===== src/rtl/assert_macros.svh =====
// assertion macros shared by the predictor rtl
// each macro takes a label, a property expression and a message string
`ifndef ASSERT_MACROS_SVH
`define ASSERT_MACROS_SVH

// property checked on every clock edge outside reset
`define ASSERT_CLK(label, clk, rst_n, prop, msg) \
  label: assert property (@(posedge clk) disable iff (!(rst_n)) (prop)) else $error(msg);

// property checked on every clock edge, reset included
`define ASSERT_ALWAYS(label, clk, prop, msg) \
  label: assert property (@(posedge clk) (prop)) else $error(msg);

`endif


===== src/rtl/gbp_pkg.sv =====
// types and constants for the gshare branch predictor
// no dependencies
`default_nettype none

package gbp_pkg;

  // 2-bit saturating counter
  typedef logic [1:0] ctr_t;

  localparam ctr_t CTR_MIN   = 2'd0;
  localparam ctr_t CTR_MAX   = 2'd3;
  localparam ctr_t CTR_RESET = 2'd2;

  // operation codes of an input item
  localparam logic OP_PREDICT = 1'b0;
  localparam logic OP_UPDATE  = 1'b1;

  // table clearing sequencer states
  typedef enum logic {
    CLR_SWEEP,
    CLR_DONE
  } clr_state_t;

  // counter value of 2 or more predicts taken
  function automatic logic ctr_taken(input ctr_t ctr);
    ctr_taken = ctr[1];
  endfunction

  // one step toward the actual outcome, saturating at both ends
  function automatic ctr_t ctr_next(input ctr_t ctr, input logic taken);
    ctr_next = ctr;
    if (taken) begin
      if (ctr != CTR_MAX) ctr_next = ctr + 2'd1;
    end else begin
      if (ctr != CTR_MIN) ctr_next = ctr - 2'd1;
    end
  endfunction

endpackage

`default_nettype wire


===== src/rtl/gbp_ram.sv =====
// generic simple dual-port ram: one write port, one registered read port
// no dependencies
`default_nettype none

module gbp_ram #(
  parameter int WIDTH = 2,
  parameter int DEPTH = 1024
) (
  input  wire logic                     clk,
  input  wire logic                     we,
  input  wire logic [$clog2(DEPTH)-1:0] waddr,
  input  wire logic [WIDTH-1:0]         wdata,
  input  wire logic                     re,
  input  wire logic [$clog2(DEPTH)-1:0] raddr,
  output logic      [WIDTH-1:0]         rdata
);

  logic [WIDTH-1:0] mem [DEPTH];
  logic [WIDTH-1:0] rdata_r;

  // write port
  always_ff @(posedge clk) begin
    if (we) mem[waddr] <= wdata;
  end

  // read port, data held while re is low
  always_ff @(posedge clk) begin
    if (re) rdata_r <= mem[raddr];
  end

  assign rdata = rdata_r;

endmodule

`default_nettype wire


===== src/rtl/gbp_clear.sv =====
// post-reset clearing sequencer: writes the reset counter value to every entry
// depends on gbp_pkg and assert_macros.svh
`default_nettype none

`include "assert_macros.svh"

module gbp_clear #(
  parameter int DEPTH = 1024
) (
  input  wire logic                     clk,
  input  wire logic                     rst_n,
  output logic                          busy,
  output logic                          wr_en,
  output logic      [$clog2(DEPTH)-1:0] wr_addr
);

  import gbp_pkg::*;

  localparam int AW = $clog2(DEPTH);
  localparam logic [AW-1:0] LAST_ADDR = AW'(DEPTH - 1);

  clr_state_t     state_r, state_nxt;
  logic [AW-1:0]  addr_r, addr_nxt;

  // next state
  always_comb begin
    state_nxt = state_r;
    unique case (state_r)
      CLR_SWEEP: if (addr_r == LAST_ADDR) state_nxt = CLR_DONE;
      CLR_DONE:  state_nxt = CLR_DONE;
      default:   state_nxt = CLR_DONE;
    endcase
  end

  // sweep address
  always_comb begin
    addr_nxt = addr_r;
    if (state_r == CLR_SWEEP) addr_nxt = addr_r + AW'(1);
  end

  // outputs
  always_comb begin
    busy  = 1'b0;
    wr_en = 1'b0;
    unique case (state_r)
      CLR_SWEEP: begin
        busy  = 1'b1;
        wr_en = 1'b1;
      end
      CLR_DONE:  busy = 1'b0;
      default:   busy = 1'b0;
    endcase
  end

  assign wr_addr = addr_r;

  always_ff @(posedge clk) begin
    if (!rst_n) begin
      state_r <= CLR_SWEEP;
      addr_r  <= '0;
    end else begin
      state_r <= state_nxt;
      addr_r  <= addr_nxt;
    end
  end

  // once finished the sweep never restarts without reset
  `ASSERT_CLK(a_clr_stays_done, clk, rst_n, !busy |=> !busy, "clear restarted")
  // sweep walks the entries one per cycle
  `ASSERT_CLK(a_clr_step, clk, rst_n, busy && $past(busy) && $past(rst_n) |-> addr_r == $past(addr_r) + AW'(1), "clear skipped an entry")
  // the last entry is written right before the sweep ends
  `ASSERT_CLK(a_clr_last, clk, rst_n, $fell(busy) |-> $past(addr_r) == LAST_ADDR, "clear ended early")

endmodule

`default_nettype wire


===== src/rtl/gshare_branch_predictor.sv =====
// gshare branch direction predictor, top level
// depends on gbp_pkg, gbp_ram, gbp_clear and assert_macros.svh
//
// usage:
//   input channel in_*: one item per handshake, in_operation selects predict
//   or update, in_branch_address is the byte address of the branch, and
//   in_outcome_taken is the resolved direction (used on update only).
//   result channel out_*: exactly one item per input item, in order,
//   out_predict_taken from the counter before any update.
//   an accepted item passes the stage 1 register, then the output register.
//   throughput: one item per cycle while out_ready is high, set by the single
//   read port and single write port of the counter memory; a read-modify-write
//   of the entry the next item reads is bypassed, so back-to-back updates never wait.
//   the history register is updated when an update item is accepted.
//   reset: the history clears at once; a clearing pass then writes every
//   counter to weakly taken, with in_ready low for the whole pass.
//   stall: the output register plus one in-flight item hold results while
//   out_ready is low; in_ready drops once both are full.
`default_nettype none

`include "assert_macros.svh"

module gshare_branch_predictor #(
  parameter int TABLE_ENTRIES = 1024
) (
  input  wire logic        clk,
  input  wire logic        rst_n,
  input  wire logic        in_valid,
  output logic             in_ready,
  input  wire logic        in_operation,
  input  wire logic [31:0] in_branch_address,
  input  wire logic        in_outcome_taken,
  output logic             out_valid,
  input  wire logic        out_ready,
  output logic             out_predict_taken
);

  import gbp_pkg::*;

  localparam int IW = $clog2(TABLE_ENTRIES);
  localparam int HB = $clog2(TABLE_ENTRIES + 1) - 1;
  localparam logic [IW-1:0] TBL_MASK = IW'(TABLE_ENTRIES - 1);

  logic [HB-1:0] ghist_r;

  logic          in_fire;
  logic [IW-1:0] rd_idx;

  logic          s1_valid_r;
  logic          s1_op_r;
  logic          s1_taken_r;
  logic [IW-1:0] s1_idx_r;
  logic          s1_byp_r;
  ctr_t          s1_byp_ctr_r;
  logic          s1_adv;
  logic          s1_wr;
  ctr_t          s1_ctr;
  ctr_t          s1_new;
  logic          byp_nxt;

  logic          out_valid_r;
  logic          out_taken_r;

  logic          clr_busy;
  logic          clr_we;
  logic [IW-1:0] clr_addr;

  logic          ram_we;
  logic [IW-1:0] ram_waddr;
  ctr_t          ram_wdata;
  ctr_t          ram_rdata;

  // clearing sequencer
  gbp_clear #(
    .DEPTH (TABLE_ENTRIES)
  ) u_clear (
    .clk     (clk),
    .rst_n   (rst_n),
    .busy    (clr_busy),
    .wr_en   (clr_we),
    .wr_addr (clr_addr)
  );

  // counter table
  gbp_ram #(
    .WIDTH ($bits(ctr_t)),
    .DEPTH (TABLE_ENTRIES)
  ) u_ctr_ram (
    .clk   (clk),
    .we    (ram_we),
    .waddr (ram_waddr),
    .wdata (ram_wdata),
    .re    (in_fire),
    .raddr (rd_idx),
    .rdata (ram_rdata)
  );

  // handshake and stage advance
  assign s1_adv   = s1_valid_r && (!out_valid_r || out_ready);
  assign in_ready = !clr_busy && (!s1_valid_r || s1_adv);
  assign in_fire  = in_valid && in_ready;

  // index hash: word address xor history, masked to the table
  assign rd_idx = (in_branch_address[IW+1:2] ^ IW'(ghist_r)) & TBL_MASK;

  // counter modify in stage 1, with bypass of a same-cycle write
  assign s1_ctr  = s1_byp_r ? s1_byp_ctr_r : ram_rdata;
  assign s1_new  = ctr_next(s1_ctr, s1_taken_r);
  assign s1_wr   = s1_adv && (s1_op_r == OP_UPDATE);
  assign byp_nxt = s1_wr && (s1_idx_r == rd_idx);

  // memory write port shared by clear pass and updates
  assign ram_we    = clr_we || s1_wr;
  assign ram_waddr = clr_busy ? clr_addr : s1_idx_r;
  assign ram_wdata = clr_busy ? CTR_RESET : s1_new;

  // global history
  always_ff @(posedge clk) begin
    if (!rst_n) begin
      ghist_r <= '0;
    end else if (in_fire && (in_operation == OP_UPDATE)) begin
      ghist_r <= HB'({ghist_r, in_outcome_taken});
    end
  end

  // stage 1 control
  always_ff @(posedge clk) begin
    if (!rst_n) begin
      s1_valid_r <= 1'b0;
    end else if (in_fire) begin
      s1_valid_r <= 1'b1;
    end else if (s1_adv) begin
      s1_valid_r <= 1'b0;
    end
  end

  // stage 1 payload
  always_ff @(posedge clk) begin
    if (in_fire) begin
      s1_op_r      <= in_operation;
      s1_taken_r   <= in_outcome_taken;
      s1_idx_r     <= rd_idx;
      s1_byp_r     <= byp_nxt;
      s1_byp_ctr_r <= s1_new;
    end
  end

  // output register
  always_ff @(posedge clk) begin
    if (!rst_n) begin
      out_valid_r <= 1'b0;
    end else if (s1_adv) begin
      out_valid_r <= 1'b1;
    end else if (out_ready) begin
      out_valid_r <= 1'b0;
    end
  end

  always_ff @(posedge clk) begin
    if (s1_adv) out_taken_r <= ctr_taken(s1_ctr);
  end

  assign out_valid         = out_valid_r;
  assign out_predict_taken = out_taken_r;

  // no item enters while the table is being cleared
  `ASSERT_CLK(a_no_item_in_clear, clk, rst_n,
    clr_busy |-> !s1_valid_r && !s1_wr, "item during clear")
  // history moves only on an accepted update
  `ASSERT_CLK(a_hist_stable, clk, rst_n,
    !(in_fire && in_operation == OP_UPDATE) |=> $stable(ghist_r),
    "history changed without update")
  // a stalled stage 1 item keeps its index and bypass data
  `ASSERT_CLK(a_s1_hold, clk, rst_n,
    s1_valid_r && !s1_adv |=> s1_valid_r && $stable(s1_idx_r) && $stable(s1_byp_r),
    "stage 1 lost its item")
  // bypass is only taken when the previous cycle wrote the entry just read
  `ASSERT_CLK(a_byp_src, clk, rst_n,
    $past(in_fire) && s1_byp_r |-> $past(s1_wr) && $past(s1_idx_r) == s1_idx_r,
    "bad bypass")

endmodule

`default_nettype wire


===== config.mk =====
export PLATFORM = sky130hd
export DESIGN_NAME = gshare_branch_predictor
export DESIGN_NICKNAME = d
export VERILOG_FILES = /design/src/rtl/gbp_pkg.sv /design/src/rtl/gbp_ram.sv /design/src/rtl/gbp_clear.sv /design/src/rtl/gshare_branch_predictor.sv
export VERILOG_INCLUDE_DIRS = /design/src /design/src/rtl
export SDC_FILE = /design/constraint.sdc
export NUM_CORES = 2
export LEC_CHECK = 0
export ABC_AREA = 1
export BUFFER_PORTS_ARGS = -buffer_cell sky130_fd_sc_hd__buf_2
export CAP_MARGIN = 20
export CELL_PAD_IN_SITES_DETAIL_PLACEMENT = 0
export CELL_PAD_IN_SITES_GLOBAL_PLACEMENT = 1
export CORE_MARGIN = 8
export CORE_UTILIZATION = 51
export CTS_CLUSTER_DIAMETER = 200
export DETAILED_ROUTE_END_ITERATION = 8
export PLACE_DENSITY_LB_ADDON = 0.1
export SLEW_MARGIN = 20
export SYNTH_ARGS = -nofsm -noshare
export SYNTH_HDL_FRONTEND = slang
export SYNTH_HIERARCHICAL = 1
export SYNTH_SLANG_ARGS = --single-unit

===== constraint.sdc =====
create_clock -name clk -period 40 [get_ports clk]
set_clock_uncertainty 0.1 [all_clocks]
set_input_delay 4 -clock clk [delete_from_list [all_inputs] [get_ports clk]]
set_output_delay 4 -clock clk [all_outputs]
set_load 0.005 [all_outputs]

==> impl_metrics.ini <==
[global_route]
grt_use_total = 0.268
grt_pass1_wl_um = 374000
overflow = 0
grt_start_max_net_pins = 265
grt_pass1_vias = 58722
grt_antenna_before_repair = 10

[cts]
cts_setup_buffers = 0
clock-root-buffer = clkbuf_16
hold_buffers = 0
cts-resized-gates = 0
clk_pin_slew_ns = 0.06
cts_tree = yes
cts_num_sinks = 2089
clk_latency_ns = 0.84
numCtsBuffers = 214
htreeDepth = 4
cts_max_path_buffers = 3

[logic_synthesis]
async_flop_share = 0
synth.most_common_cell = nand2_1
ys_seq_elements = 2089
yosys_warnings = 6
ys_seq_area_frac = 0.702
synth_top_area_frac = 0.697
yosysTopAreaCell = edfxtp_1
synth-main-ff-cell = edfxtp_1
syn_avg_cell_area_um2 = 10.8
synth-edff-count = 2066
ys_types = 28
synthTopCellsByCount = nand2_1 (2205), nand3_1 (2078), edfxtp_1 (2066)
synth_fp_nets = 8299
synthTopCellsByArea = edfxtp_1 (70%), nand3_1 (12%), nand2_1 (9.3%), nor2_1 (4.5%), buf_2 (1.4%)
netlist_instances = 8260
syn_area_um2 = 89000

[cells_and_area]
syn_to_final_growth_pct = 9.37
layout-drive-gt1-share = 0.0609
fin_nets = 8001
finalNonFillerCells = 10476

[timing]
worst_pin_slew_ns = 1.50
finalCritPeriodShare = 0.218
slew_viol_final = 13
fin_crit_ns = 8.73
finalSetupViolCount = 0
hold_violations = 0
max-slew-margin-rel = -0.000659
fmax_ghz = 0.115
rsz0062_at_grt = no
setup_tns_ns = 0

[placed_design]
portBuffers = 18
gp_congestion = 0.789
hpwlAfterDp_um = 128000
post-place-cells = 10070

[setup_path]
crit_required_ns = 40.44
crit_type = input port to flip-flop
cp.arrival_ns = 9.17
cp-start-kind = input port
crit_buf_inv = 6
cpLargestDelayFamily = buffers and inverters
crit_top_cell = nand3_1
slowest_stage = buf_4
worstPathMaxFanout = 151
max_stage_delay_ns = 0.80
cp-end-kind = flip-flop
path_cells = buf_2 > inv_1 > nand2_1 > nand2_4 > inv_8 > buf_12 > buf_4 > buf_4 > nand3_1 > nand3_1 > nand3_1 > nand3_1 > nand3_1 > nand3_1 > nand3_1 > nand3_1 > nand2_1 > nand2_1 > nand2_1

[hold_path]
hold_class = flip-flop to flip-flop

[drt]
postRouteAntennaNets = 0
wl_per_cell_um = 24.4
routed_wl_um = 256000
via_per_inst = 5.80
dr_total_vias = 60721
drc = 0
firstDrtPassIters = 6
drt_iter0_markers = 6494

[floorplan]
fp.dieArea_um2 = 188000
design.core.area_um2 = 174000
rows = 153
start_util = 0.513
fp.dieH_um = 434
die_x_um = 434
ios = 41

[status]
failed_checks = max-slew violations
status = finished with violations

[pwr]
ir_worst_vdd_uv = 40.0
leakagePower_nw = 32.1
powerDensity_nw_per_um2 = 46.8

[flow_run]
drv_cap = 0
==> per-stage QoR <==
| stage | hold WS (ns) | total power [mW] | setup WS (ns) | utilization | instance area, um^2 |
|---|---|---|---|---|---|
| 2_1_floorplan | 0.363 | 2.57 | 6.27 | - | 89000 |
| 3_3_place_gp | 0.388 | 2.64 | 30.53 | 0.521 | 90400 |
| 3_5_place_dp | 0.396 | 2.64 | 30.51 | 0.521 | 90500 |
| 4_1_cts | 0.404 | 4.59 | 31.37 | 0.561 | 97300 |
| 5_1_grt | 0.439 | 4.69 | 31.00 | 0.561 | 97400 |
| 6_report | 0.403 | 4.56 | 31.27 | 0.561 | 97400 |
==> path summary, 6_finish.rpt <==
check,endpoint,start,slack [ns],depth (start not counted)
setup / recovery,u_ctr_ram/rdata[1],in_branch_address[3],31.27,19
hold / removal,ghist_r[2],ghist_r[2],0.40,2
setup reg to reg,u_ctr_ram/rdata[1],ghist_r[1],34.12,18
hold reg to reg,ghist_r[2],ghist_r[2],0.40,2
==> layout make-up <==
cell class,instances,area [um^2]
Antenna cell,3,7.51
Timing Repair Buffer,137,1140
Clock buffer,271,5680
Sequential cell,2089,62500
Tap cell,2325,2910
Multi-Input combinational cell,5427,23600
Fill cell,15040,76300
Inverter,93,398
Clock inverter,131,1170
==> worst min-delay path: stages, from the launching register on <==
cell and delay (ns):
dfxtp_1 0.34, nand2_1 0.07, a21oi_1 0.05
==> report_power, final <==
group	internal [mW]	leakage [nW]	switching, mW
Clock	1.13	3.35	0.825
Combinational	0.0569	11.2	0.170
Sequential	2.37	17.5	0.000445
Total	3.56	32.1	0.996
==> sequential cells by signal, summed over array words and instances (netlist names), 2 cells and up <==
name             count
ghist_r             10
u_clear/wr_addr     10
s1_byp_ctr_r         2
u_ctr_ram/mem     2048
u_ctr_ram/rdata      2
s1_idx_r            10
==> placed cells by master, fill, tap and decap left out, types with 2 or more instances in the layout <==
master      instances
nand2_1          2172
nand3_1          2071
edfxtp_1         2066
nor2_1           1057
clkbuf_16         219
buf_4             104
inv_1              82
clkinv_1           61
clkbuf_1           52
clkinv_2           39
nand2_4            25
dfxtp_1            23
nor3_1             22
bufinv_16          21
buf_2              18
a21oi_1            17
o21ai_0            15
buf_12             10
nand2_2             9
nand3_4             7
inv_6               7
nand4_1             7
nor2_2              4
xor2_1              4
buf_6               4
diode_2             3
nand3_2             3
xor2_4              3
inv_8               3
clkinvlp_4          3
inv_2               2
clkinv_8            2
inv_16              2
inv_4               2
nor3_4              2
nor3_2              2
==> per-layer routing <==
metal,GRT usage,wire length [um],up-vias
li1,-,-,28079
met1,0.354,103000,30069
met2,0.458,125000,2162
met3,0.0420,19300,409
met4,0.0881,8590,2
met5,0,46,-
==> kinds of logic after synthesis <==
| kind of cell | count (synthesis) | synth area share |
|---|---|---|
| AOI/OAI and AO/OA | 34 | 0.00191 |
| xor gates and xnor gates | 7 | 0.000689 |
| adders and majority gates | 1 | 0.000141 |
| buffers and inverters | 744 | 0.0379 |
| DFF | 2089 | 0.702 |
| and+or+nand+nor | 5385 | 0.257 |
Power figures use the tool's default switching activity.
